File: src/design/tem_pkg.sv
`default_nettype none
package tem_pkg;
	localparam int GLYPH_SLOTS = 256;
	localparam int MAX_LINES = 4;
	localparam int LINE_HEIGHT = 15;
	localparam logic [15:0] SAT16 = 16'hFFFF;
	localparam logic [15:0] CODE_SPACE = 16'd32;
	localparam logic [15:0] CODE_END0 = 16'd0;
	localparam logic [15:0] CODE_END1 = 16'd1;
	localparam logic [15:0] CODE_NEWLINE = 16'd3;
	localparam logic [15:0] CODE_STYLE = 16'd9;
	localparam logic [15:0] SPACE_WIDTH = 16'd5;
	localparam logic [12:0] SPACING_LIMIT = 13'hC00;
	localparam logic [11:0] SPACING_CLAMP = 12'h200;
	localparam logic REG_FRAMED = 1'b0;
	localparam logic REG_SPACING = 1'b1;
	localparam logic CMD_LOAD = 1'b0;
	localparam logic CMD_TEXT = 1'b1;
	localparam logic KIND_DIM = 1'b0;
	localparam logic KIND_SPACING = 1'b1;

	typedef enum logic [2:0] {
		ST_IDLE,
		ST_GLYPH,
		ST_FIN_RD,
		ST_DIV,
		ST_EMIT
	} state_t;

	function automatic logic [15:0] sat_add16(input logic [15:0] a, input logic [15:0] b);
		logic [16:0] s;
		s = {1'b0, a} + {1'b0, b};
		return s[16] ? SAT16 : s[15:0];
	endfunction
endpackage
`default_nettype wire

File: src/design/text_entry_measure.sv
// text_entry_measure: measures one message of 16-bit text codes.
// Input channel (valid/ready): command 0 loads one glyph width table slot,
// command 1 carries one text code. Glyph widths live in a RAM with a
// registered read; per-line width and gap count live in a small line RAM.
// Output channel (valid/ready): on code 0 or 1 the block gives a dimensions
// word, then (when spacing_enable is set) one spacing word per line.
// A glyph code is handled as a RAM read, then an add. The message end gives
// the dimensions word the cycle after acceptance. Each spacing word then
// passes through a line RAM read, 24 restoring divide steps (one quotient
// bit each), a load of the output register and the output handshake.
// Input ready is low while a message end is in progress.
// Reset (arst_n low) clears all control state, style and line counters;
// config resets to framed 0, spacing_enable 1. The glyph table is not
// cleared; slots must be loaded before use.
// A stalled receiver holds the output word in its register; the block
// waits and loses nothing. Config writes take effect at once; the user must
// make them only while the block is idle; the block does not enforce it.
`default_nettype none
module text_entry_measure #(
	parameter int GLYPH_SLOTS = tem_pkg::GLYPH_SLOTS,
	parameter int MAX_LINES = tem_pkg::MAX_LINES,
	parameter int LINE_HEIGHT = tem_pkg::LINE_HEIGHT
) (
	input wire logic clk,
	input wire logic arst_n,
	input wire logic cfg_we,
	input wire logic cfg_index,
	input wire logic cfg_data,
	input wire logic in_valid,
	output logic in_ready,
	input wire logic command,
	input wire logic [15:0] entry_code,
	input wire logic [7:0] glyph_index,
	input wire logic [7:0] glyph_width,
	output logic out_valid,
	input wire logic out_ready,
	output logic kind,
	output logic [15:0] total_width,
	output logic [15:0] total_height,
	output logic [1:0] line_index,
	output logic [11:0] spacing,
	output logic last
);
	localparam int LW = (MAX_LINES > 1) ? $clog2(MAX_LINES) : 1;
	localparam int GW = (GLYPH_SLOTS > 1) ? $clog2(GLYPH_SLOTS) : 1;
	localparam logic [LW-1:0] LAST_LINE = LW'(MAX_LINES - 1);
	localparam logic [15:0] LH = 16'(LINE_HEIGHT);

	tem_pkg::state_t state_q, state_d;

	logic framed_q, spacing_en_q;
	logic [15:0] style_q, height_q, widest_q, gaps_q, cur_w_q;
	logic [LW-1:0] line_q;
	logic [1:0] skip_q;
	logic style_pend_q;

	// glyph width RAM
	logic [7:0] glyph_mem [GLYPH_SLOTS];
	logic [7:0] glyph_rd_q;
	logic glyph_oob_q;
	// line RAM: {gap count plus one, width}
	logic [31:0] line_mem [MAX_LINES];
	logic [31:0] line_rd_q;

	logic [LW-1:0] fin_idx_q, fin_n_q;
	logic [17:0] span_q;
	// divider
	logic [23:0] div_num_q, div_quo_q;
	logic [16:0] div_rem_q;
	logic [15:0] div_den_q;
	logic [4:0] div_cnt_q;
	logic div_zero_q;

	logic in_fire, out_fire;
	assign in_fire = in_valid && in_ready;
	assign out_fire = out_valid && out_ready;

	// text-code decode
	logic [15:0] code;
	logic is_text, take_style, take_skip, is_space, is_glyph, is_end, is_nl;
	logic is_skip1, is_skip2, is_stylecode;
	logic [15:0] slot16;
	assign code = entry_code;
	assign slot16 = code - tem_pkg::CODE_SPACE;
	assign is_text = in_fire && command == tem_pkg::CMD_TEXT;
	assign take_style = is_text && style_pend_q;
	assign take_skip = is_text && !style_pend_q && skip_q != 2'd0;
	assign is_space = is_text && !style_pend_q && skip_q == 2'd0
		&& code == tem_pkg::CODE_SPACE;
	assign is_glyph = is_text && !style_pend_q && skip_q == 2'd0
		&& code > tem_pkg::CODE_SPACE;
	logic plain;
	assign plain = is_text && !style_pend_q && skip_q == 2'd0;
	assign is_end = plain && (code == tem_pkg::CODE_END0 || code == tem_pkg::CODE_END1);
	assign is_nl = plain && code == tem_pkg::CODE_NEWLINE;
	assign is_skip2 = plain && (code == 16'd14 || code == 16'd28);
	assign is_skip1 = plain && (code == 16'd8 || code == 16'd10
		|| code == 16'd15 || code == 16'd17);
	assign is_stylecode = plain && code == tem_pkg::CODE_STYLE;

	// closing line write
	logic close_now;
	logic [15:0] widest_new;
	assign close_now = is_nl || is_end;
	assign widest_new = (widest_q < cur_w_q) ? cur_w_q : widest_q;

	logic [15:0] w_fin;
	assign w_fin = framed_q ? tem_pkg::sat_add16(widest_new, 16'd2) : widest_new;

	// next state
	always_comb begin
		state_d = state_q;
		case (state_q)
			tem_pkg::ST_IDLE: begin
				if (is_glyph) state_d = tem_pkg::ST_GLYPH;
				else if (is_end) state_d = tem_pkg::ST_EMIT;
			end
			tem_pkg::ST_GLYPH: state_d = tem_pkg::ST_IDLE;
			tem_pkg::ST_FIN_RD: state_d = tem_pkg::ST_DIV;
			tem_pkg::ST_DIV: if (div_cnt_q == 5'd0) state_d = tem_pkg::ST_EMIT;
			tem_pkg::ST_EMIT: begin
				if (out_fire) begin
					if (last) state_d = tem_pkg::ST_IDLE;
					else state_d = tem_pkg::ST_FIN_RD;
				end
			end
			default: state_d = tem_pkg::ST_IDLE;
		endcase
	end

	assign in_ready = (state_q == tem_pkg::ST_IDLE);

	always_ff @(posedge clk or negedge arst_n) begin
		if (!arst_n) state_q <= tem_pkg::ST_IDLE;
		else state_q <= state_d;
	end

	// config
	always_ff @(posedge clk or negedge arst_n) begin
		if (!arst_n) begin
			framed_q <= 1'b0;
			spacing_en_q <= 1'b1;
		end else if (cfg_we) begin
			if (cfg_index == tem_pkg::REG_FRAMED) framed_q <= cfg_data;
			else spacing_en_q <= cfg_data;
		end
	end

	// glyph RAM
	always_ff @(posedge clk) begin
		if (in_fire && command == tem_pkg::CMD_LOAD && 32'(glyph_index) < GLYPH_SLOTS)
			glyph_mem[GW'(glyph_index)] <= glyph_width;
		glyph_rd_q <= glyph_mem[GW'(slot16)];
		glyph_oob_q <= 32'(slot16) >= GLYPH_SLOTS;
	end

	// line RAM: read ahead to the next line as a spacing word leaves
	logic [LW-1:0] fin_rd_idx;
	assign fin_rd_idx = (state_q == tem_pkg::ST_EMIT && out_fire
		&& kind == tem_pkg::KIND_SPACING) ? fin_idx_q + 1'b1 : fin_idx_q;
	always_ff @(posedge clk) begin
		if (close_now)
			line_mem[line_q] <= {tem_pkg::sat_add16(gaps_q, 16'd1), cur_w_q};
		line_rd_q <= line_mem[fin_rd_idx];
	end

	// glyph add
	logic [15:0] g_add;
	logic style_inc;
	assign style_inc = (style_q == 16'd1 || style_q == 16'd5);
	assign g_add = (glyph_oob_q ? 16'd0 : {8'd0, glyph_rd_q}) + {15'd0, style_inc};

	// message state
	always_ff @(posedge clk or negedge arst_n) begin
		if (!arst_n) begin
			style_q <= '0;
			style_pend_q <= 1'b0;
			skip_q <= '0;
			line_q <= '0;
			height_q <= LH;
			widest_q <= '0;
			gaps_q <= '0;
			cur_w_q <= '0;
		end else begin
			if (take_style) begin
				style_q <= code;
				style_pend_q <= 1'b0;
			end
			if (take_skip) skip_q <= skip_q - 2'd1;
			if (is_skip2) skip_q <= 2'd2;
			if (is_skip1) skip_q <= 2'd1;
			if (is_stylecode) style_pend_q <= 1'b1;
			if (is_space) begin
				cur_w_q <= tem_pkg::sat_add16(cur_w_q, tem_pkg::SPACE_WIDTH);
				gaps_q <= tem_pkg::sat_add16(gaps_q, 16'd1);
			end
			if (state_q == tem_pkg::ST_GLYPH) cur_w_q <= tem_pkg::sat_add16(cur_w_q, g_add);
			if (is_nl) begin
				widest_q <= widest_new;
				if (line_q != LAST_LINE) line_q <= line_q + 1'b1;
				height_q <= tem_pkg::sat_add16(height_q, LH);
				gaps_q <= '0;
				cur_w_q <= '0;
			end
			if (is_end) begin
				line_q <= '0;
				height_q <= LH;
				widest_q <= '0;
				gaps_q <= '0;
				cur_w_q <= '0;
			end
		end
	end

	// finish sequencing and output register
	// free space lies in [-8, 65532]: bit 17 is the sign, 16 bits of magnitude
	logic [15:0] gc_rd, lw_rd;
	logic [17:0] free_s;
	assign gc_rd = line_rd_q[31:16];
	assign lw_rd = line_rd_q[15:0];
	assign free_s = span_q - {2'd0, lw_rd} - 18'd4;

	logic [16:0] rem_sh;
	assign rem_sh = {div_rem_q[15:0], div_num_q[23]};

	always_ff @(posedge clk or negedge arst_n) begin
		if (!arst_n) begin
			out_valid <= 1'b0;
			kind <= tem_pkg::KIND_DIM;
			total_width <= '0;
			total_height <= '0;
			line_index <= '0;
			spacing <= '0;
			last <= 1'b0;
			span_q <= '0;
			fin_idx_q <= '0;
			fin_n_q <= '0;
			div_zero_q <= 1'b0;
			div_num_q <= '0;
			div_den_q <= '0;
			div_rem_q <= '0;
			div_quo_q <= '0;
			div_cnt_q <= '0;
		end else begin
			if (is_end) begin
				out_valid <= 1'b1;
				kind <= tem_pkg::KIND_DIM;
				total_width <= w_fin;
				total_height <= height_q;
				line_index <= '0;
				spacing <= '0;
				last <= !spacing_en_q;
				span_q <= ({2'd0, w_fin} + 18'd19 & 18'h3FFF8) - 18'd16;
				fin_idx_q <= '0;
				fin_n_q <= line_q;
			end
			if (state_q == tem_pkg::ST_EMIT && out_fire) begin
				out_valid <= 1'b0;
				if (kind == tem_pkg::KIND_SPACING) fin_idx_q <= fin_idx_q + 1'b1;
			end
			if (state_q == tem_pkg::ST_FIN_RD) begin
				div_zero_q <= gc_rd <= 16'd1;
				div_num_q <= {(free_s[17] ? 16'd0 : free_s[15:0]), 8'd0};
				div_den_q <= gc_rd - 16'd1;
				div_rem_q <= '0;
				div_quo_q <= '0;
				div_cnt_q <= 5'd24;
			end
			if (state_q == tem_pkg::ST_DIV) begin
				if (div_cnt_q != 5'd0) begin
					div_num_q <= {div_num_q[22:0], 1'b0};
					if (rem_sh >= {1'b0, div_den_q}) begin
						div_rem_q <= rem_sh - {1'b0, div_den_q};
						div_quo_q <= {div_quo_q[22:0], 1'b1};
					end else begin
						div_rem_q <= rem_sh;
						div_quo_q <= {div_quo_q[22:0], 1'b0};
					end
					div_cnt_q <= div_cnt_q - 5'd1;
				end else begin
					out_valid <= 1'b1;
					kind <= tem_pkg::KIND_SPACING;
					total_width <= '0;
					total_height <= '0;
					line_index <= 2'(fin_idx_q);
					last <= fin_idx_q == fin_n_q;
					if (div_zero_q) spacing <= '0;
					else if (div_quo_q > 24'(tem_pkg::SPACING_LIMIT))
						spacing <= tem_pkg::SPACING_CLAMP;
					else spacing <= div_quo_q[11:0];
				end
			end
		end
	end

	assert property (@(posedge clk) disable iff (!arst_n)
		out_valid && !out_ready |=> out_valid && $stable(spacing))
		else $error("output word changed under stall");
	assert property (@(posedge clk) disable iff (!arst_n)
		out_valid |-> !in_ready || state_q == tem_pkg::ST_IDLE)
		else $error("input taken during message end");
	assert property (@(posedge clk) disable iff (!arst_n)
		out_valid && kind == tem_pkg::KIND_SPACING |-> spacing <= 12'hC00)
		else $error("spacing above limit");
endmodule
`default_nettype wire
File: config.mk
export PLATFORM = sky130hd
export DESIGN_NAME = text_entry_measure
export DESIGN_NICKNAME = d
export VERILOG_FILES = /design/src/design/tem_pkg.sv /design/src/design/text_entry_measure.sv
export SDC_FILE = /design/constraint.sdc
export NUM_CORES = 2
export LEC_CHECK = 0
export ABC_AREA = 1
export BUFFER_PORTS_ARGS = -buffer_cell sky130_fd_sc_hd__buf_2
export CORE_UTILIZATION = 25
export DETAILED_ROUTE_END_ITERATION = 7
export GPL_TIMING_DRIVEN = 0
export PLACE_DENSITY_LB_ADDON = 0.12
export SYNTH_ARGS = -nofsm -noshare
export SYNTH_HDL_FRONTEND = slang
export SYNTH_SLANG_ARGS = --single-unit
File: constraint.sdc
create_clock -name clk -period 7.6 [get_ports clk]
set_clock_uncertainty 0.2 [all_clocks]
set_input_delay 0.38 -clock clk [delete_from_list [all_inputs] [get_ports clk]]
set_output_delay 0.38 -clock clk [all_outputs]
set_load 0.03 [all_outputs]
==> flow_summary.yaml <==
outcome:
  status: "complete, but fails checks"
  violations: "max-capacitance violations, max-slew violations"
timing:
  fin_crit_ns: 7.02
  hold_violations: 0
  drv_slew: 101
  rsz0062_at_grt: "false"
  setup_violations: 0
  slew_headroom: -0.103
  post-route-period-util: 0.924
  tightest_slew_ns: 1.66
  fmaxAchievable_ghz: 0.142
  fin_ws_ns: 0.578
synth:
  syn_inst: 6978
  ys.flop_type: "edfxtp_1"
  synth_xor_xnor_area_share: 0.00605
  yosys_warnings: 0
  ys_async_sr_fraction: 0.0988
  synth_fp_nets: 7104
  synth_area_um2: 97000
  synth.distinct_cells: 61
  synth_fa_ha_area_frac: 0.0113
  synth_top_family_by_area: "compound AO/OA/AOI/OAI gates"
  synth_edf_count: 2176
  ys_seq_area_frac: 0.745
  ys_ff_latch: 2460
  synth_compound_area_frac: 0.140
  syn_area_per_cell_um2: 13.9
  synthMuxAreaShare: 0.000813
  synth-simple-area-share: 0.0661
die:
  die_area_um2: 390000
  core-area_um2: 386000
  pin_count: 90
  die_height_um: 625
  rows: 228
  die_w_um: 625
  start_util: 0.251
detailed_routing:
  drt_iter0_drc: 11600
  vias: 71200
  wl_per_cell_um: 41.1
  dr.pass1.iters: 7
  antenna_left: 0
  viasPerCell: 5.47
  drc: 0
  drt-total-wl_mm: 535
placement:
  post-place-cells: 12400
  gp_congestion: 0.979
  io_buffers: 87
  post_dp_cell_area_um2: 108000
  dp_hpwl_mm: 372
  dpl_worst_slack_ns: -0.0648
critical_path:
  cp-end-kind: "flop"
  crit_end: "glyph_rd_q[7]$_DFF_P_"
  critical_path_required_ns: 8.10
  worstPathArrival_ns: 7.52
  startpoint: "entry_code[1]"
  r2r_cells: 10
  path_class: "in -> reg"
  r2r-start: "state_q[1]$_DFFE_PN0P_"
  rrSetupSlack_ns: 2.06
  critPathLaunchType: "input port"
  critPathMaxFanout: 10
  rr_endpoint: "glyph_mem[203][5]$_DFFE_PP_"
grt:
  grt_max_degree: 136
  grt_pass1_wl_mm: 679
  grt_overflow_total: 0
  antenna_found_initial: 113
  first_global_vias: 66300
  grt.total_usage: 0.266
power_and_ir_drop:
  p_leak_nw: 39.5
  p_per_area_nw_per_um2: 298
  power_mw: 35.0
  ir_worst_vdd_mv: 0.202
finish:
  fin_util: 0.304
  fin_cells: 13000
  layout-drive-gt1-share: 0.133
  nets: 7671
  fillers: 38700
  final_area_um2: 118000
  area_delta_synth_final_pct: 21.2
clock_tree:
  cts-root-buf: "clkbuf_16"
  cts.repair.resized: 0
  h-tree-depth: 5
  clk_pin_slew_ns: 0.06
  ctsLongestPathBuffers: 4
  cts_buffers: 295
  cts_hold_buf: 33
  clkLatencyLatePin_ns: 1.01
  post_cts_buffers: 0
  clkSinkCount: 2460
  cts_tree: "yes"
flow_run:
  drv_cap: 16
hold_path:
  holdCritPathClass: "in -> reg"
==> cells in the mapped netlist, types with 4 or more instances <==
cell,count,share of area
xnor2_1,14,0.0013
clkbuf_1,343,0.013
nand2_2,15,0.00097
dfrtp_1,238,0.061
o41ai_1,4,0.00036
clkinv_1,6,0.00023
o21bai_1,7,0.00054
o211ai_1,33,0.0026
o311ai_0,10,0.00090
o21ai_0,234,0.012
o22ai_1,120,0.0077
or2_2,6,0.00039
edfxtp_1,2176,0.67
nor2_1,541,0.021
nor2_2,5,0.00032
a31oi_1,22,0.0014
inv_1,354,0.014
ha_1,83,0.011
buf_1,56,0.0022
mux2_2,7,0.00081
dfxtp_1,41,0.0085
a22oi_1,1022,0.079
a21oi_1,601,0.031
o221ai_1,11,0.00099
xor2_1,53,0.0048
nand4_1,23,0.0015
nand2_1,532,0.021
nand3_1,129,0.0067
inv_2,5,0.00019
nand3_2,8,0.00083
dfstp_2,5,0.0014
nor3_1,95,0.0049
nor4_1,100,0.0065
o31ai_1,16,0.0012
nor2_4,8,0.00093
buf_6,7,0.00081
buf_2,6,0.00031
o21ai_1,8,0.00041
==> cell families after synthesis <==
group	Yosys count
compound gates	2104
buf+inv	777
xor+xnor	67
mux	7
simple gates	1477
fa+ha+maj	86
flops	2460
==> how the worst min path moves through the flow <==
stage / start / to / slack (ns) / cells past startpoint
detailed placement: arst_n / div_rem_q[11]$_DFF_PN0_ / 0.06 / 1
global placement: div_quo_q[23]$_DFF_PN0_ / div_quo_q[23]$_DFF_PN0_ / 0.27 / 2
finish: glyph_width[3] / glyph_mem[238][3]$_DFFE_PP_ / 0.05 / 2
floorplan: arst_n / cur_w_q[0]$_DFFE_PN0P_ / -0.12 / 0
global route: glyph_width[3] / glyph_mem[238][3]$_DFFE_PP_ / 0.06 / 2
CTS: glyph_width[3] / glyph_mem[238][3]$_DFFE_PP_ / 0.02 / 2
==> stage by stage <==
step	hold WS, ns	TNS, ns
floorplan	-0.116	0
global placement	0.270	-104.99
detailed placement	0.0610	-0.0648
CTS	0.0227	0
global route	0.0638	0
finish	0.0451	0
==> metal layers <==
layer  up-vias  wire (µm)  track usage
li1      28000          -            -
met1     37400     212000        0.342
met2      4688     230000        0.393
met3      1025      59300       0.0841
met4        26      33200        0.151
met5         -        379      0.00370
==> cell type report <==
cell class                 count  area [µm²]  share of cell area
multi-input combinational   3741       22000               0.187
inverter                     365        1370              0.0117
timing repair buffer         270        4040              0.0344
antenna                       58         145             0.00124
clock buffer                 365        7910              0.0673
clock inverter               166        1470              0.0125
sequential                  2460       72300               0.615
buffer                       412        1920              0.0163
tap                         5175        6470              0.0551
==> cell usage in the layout (no fill, tap or decap), types with 196 or more instances in the layout <==
master        n
a21oi_1     601
inv_1       354
edfxtp_1   2176
a22oi_1    1022
o21ai_0     234
nor2_1      524
nand2_1     532
clkbuf_1    196
clkbuf_2    199
clkbuf_16   303
dfrtp_1     238
==> report_power, final <==
| group | switching, mW | leakage, nW | internal, mW |
|---|---|---|---|
| sequential | 0.292 | 22.9 | 15.1 |
| clock | 6.08 | 4.58 | 8.06 |
| combinational | 4.07 | 12.0 | 1.41 |
==> flip-flops by register name (all words and copies together), names as in the netlist, 12 cells and up <==
signal        flops
cur_w_q          16
div_den_q        16
div_num_q        24
div_quo_q        24
div_rem_q        16
gaps_q           16
glyph_mem      2048
height_q         16
line_mem        128
line_rd_q        32
spacing          12
span_q           15
style_q          15
total_height     16
total_width      16
widest_q         16
==> critical path, stage by stage <==
cell and delay, ns:
clkbuf_1 0.69, inv_1 0.59, nor2_1 0.30, clkbuf_1 0.86, clkbuf_1 0.75, buf_2 0.86
clkbuf_1 1.11, a22oi_1 0.17, a21oi_1 0.20, nor4_1 0.23, o211ai_1 0.26, o311ai_0 0.41
o21ai_0 0.61
Power figures use the tool's default switching activity.
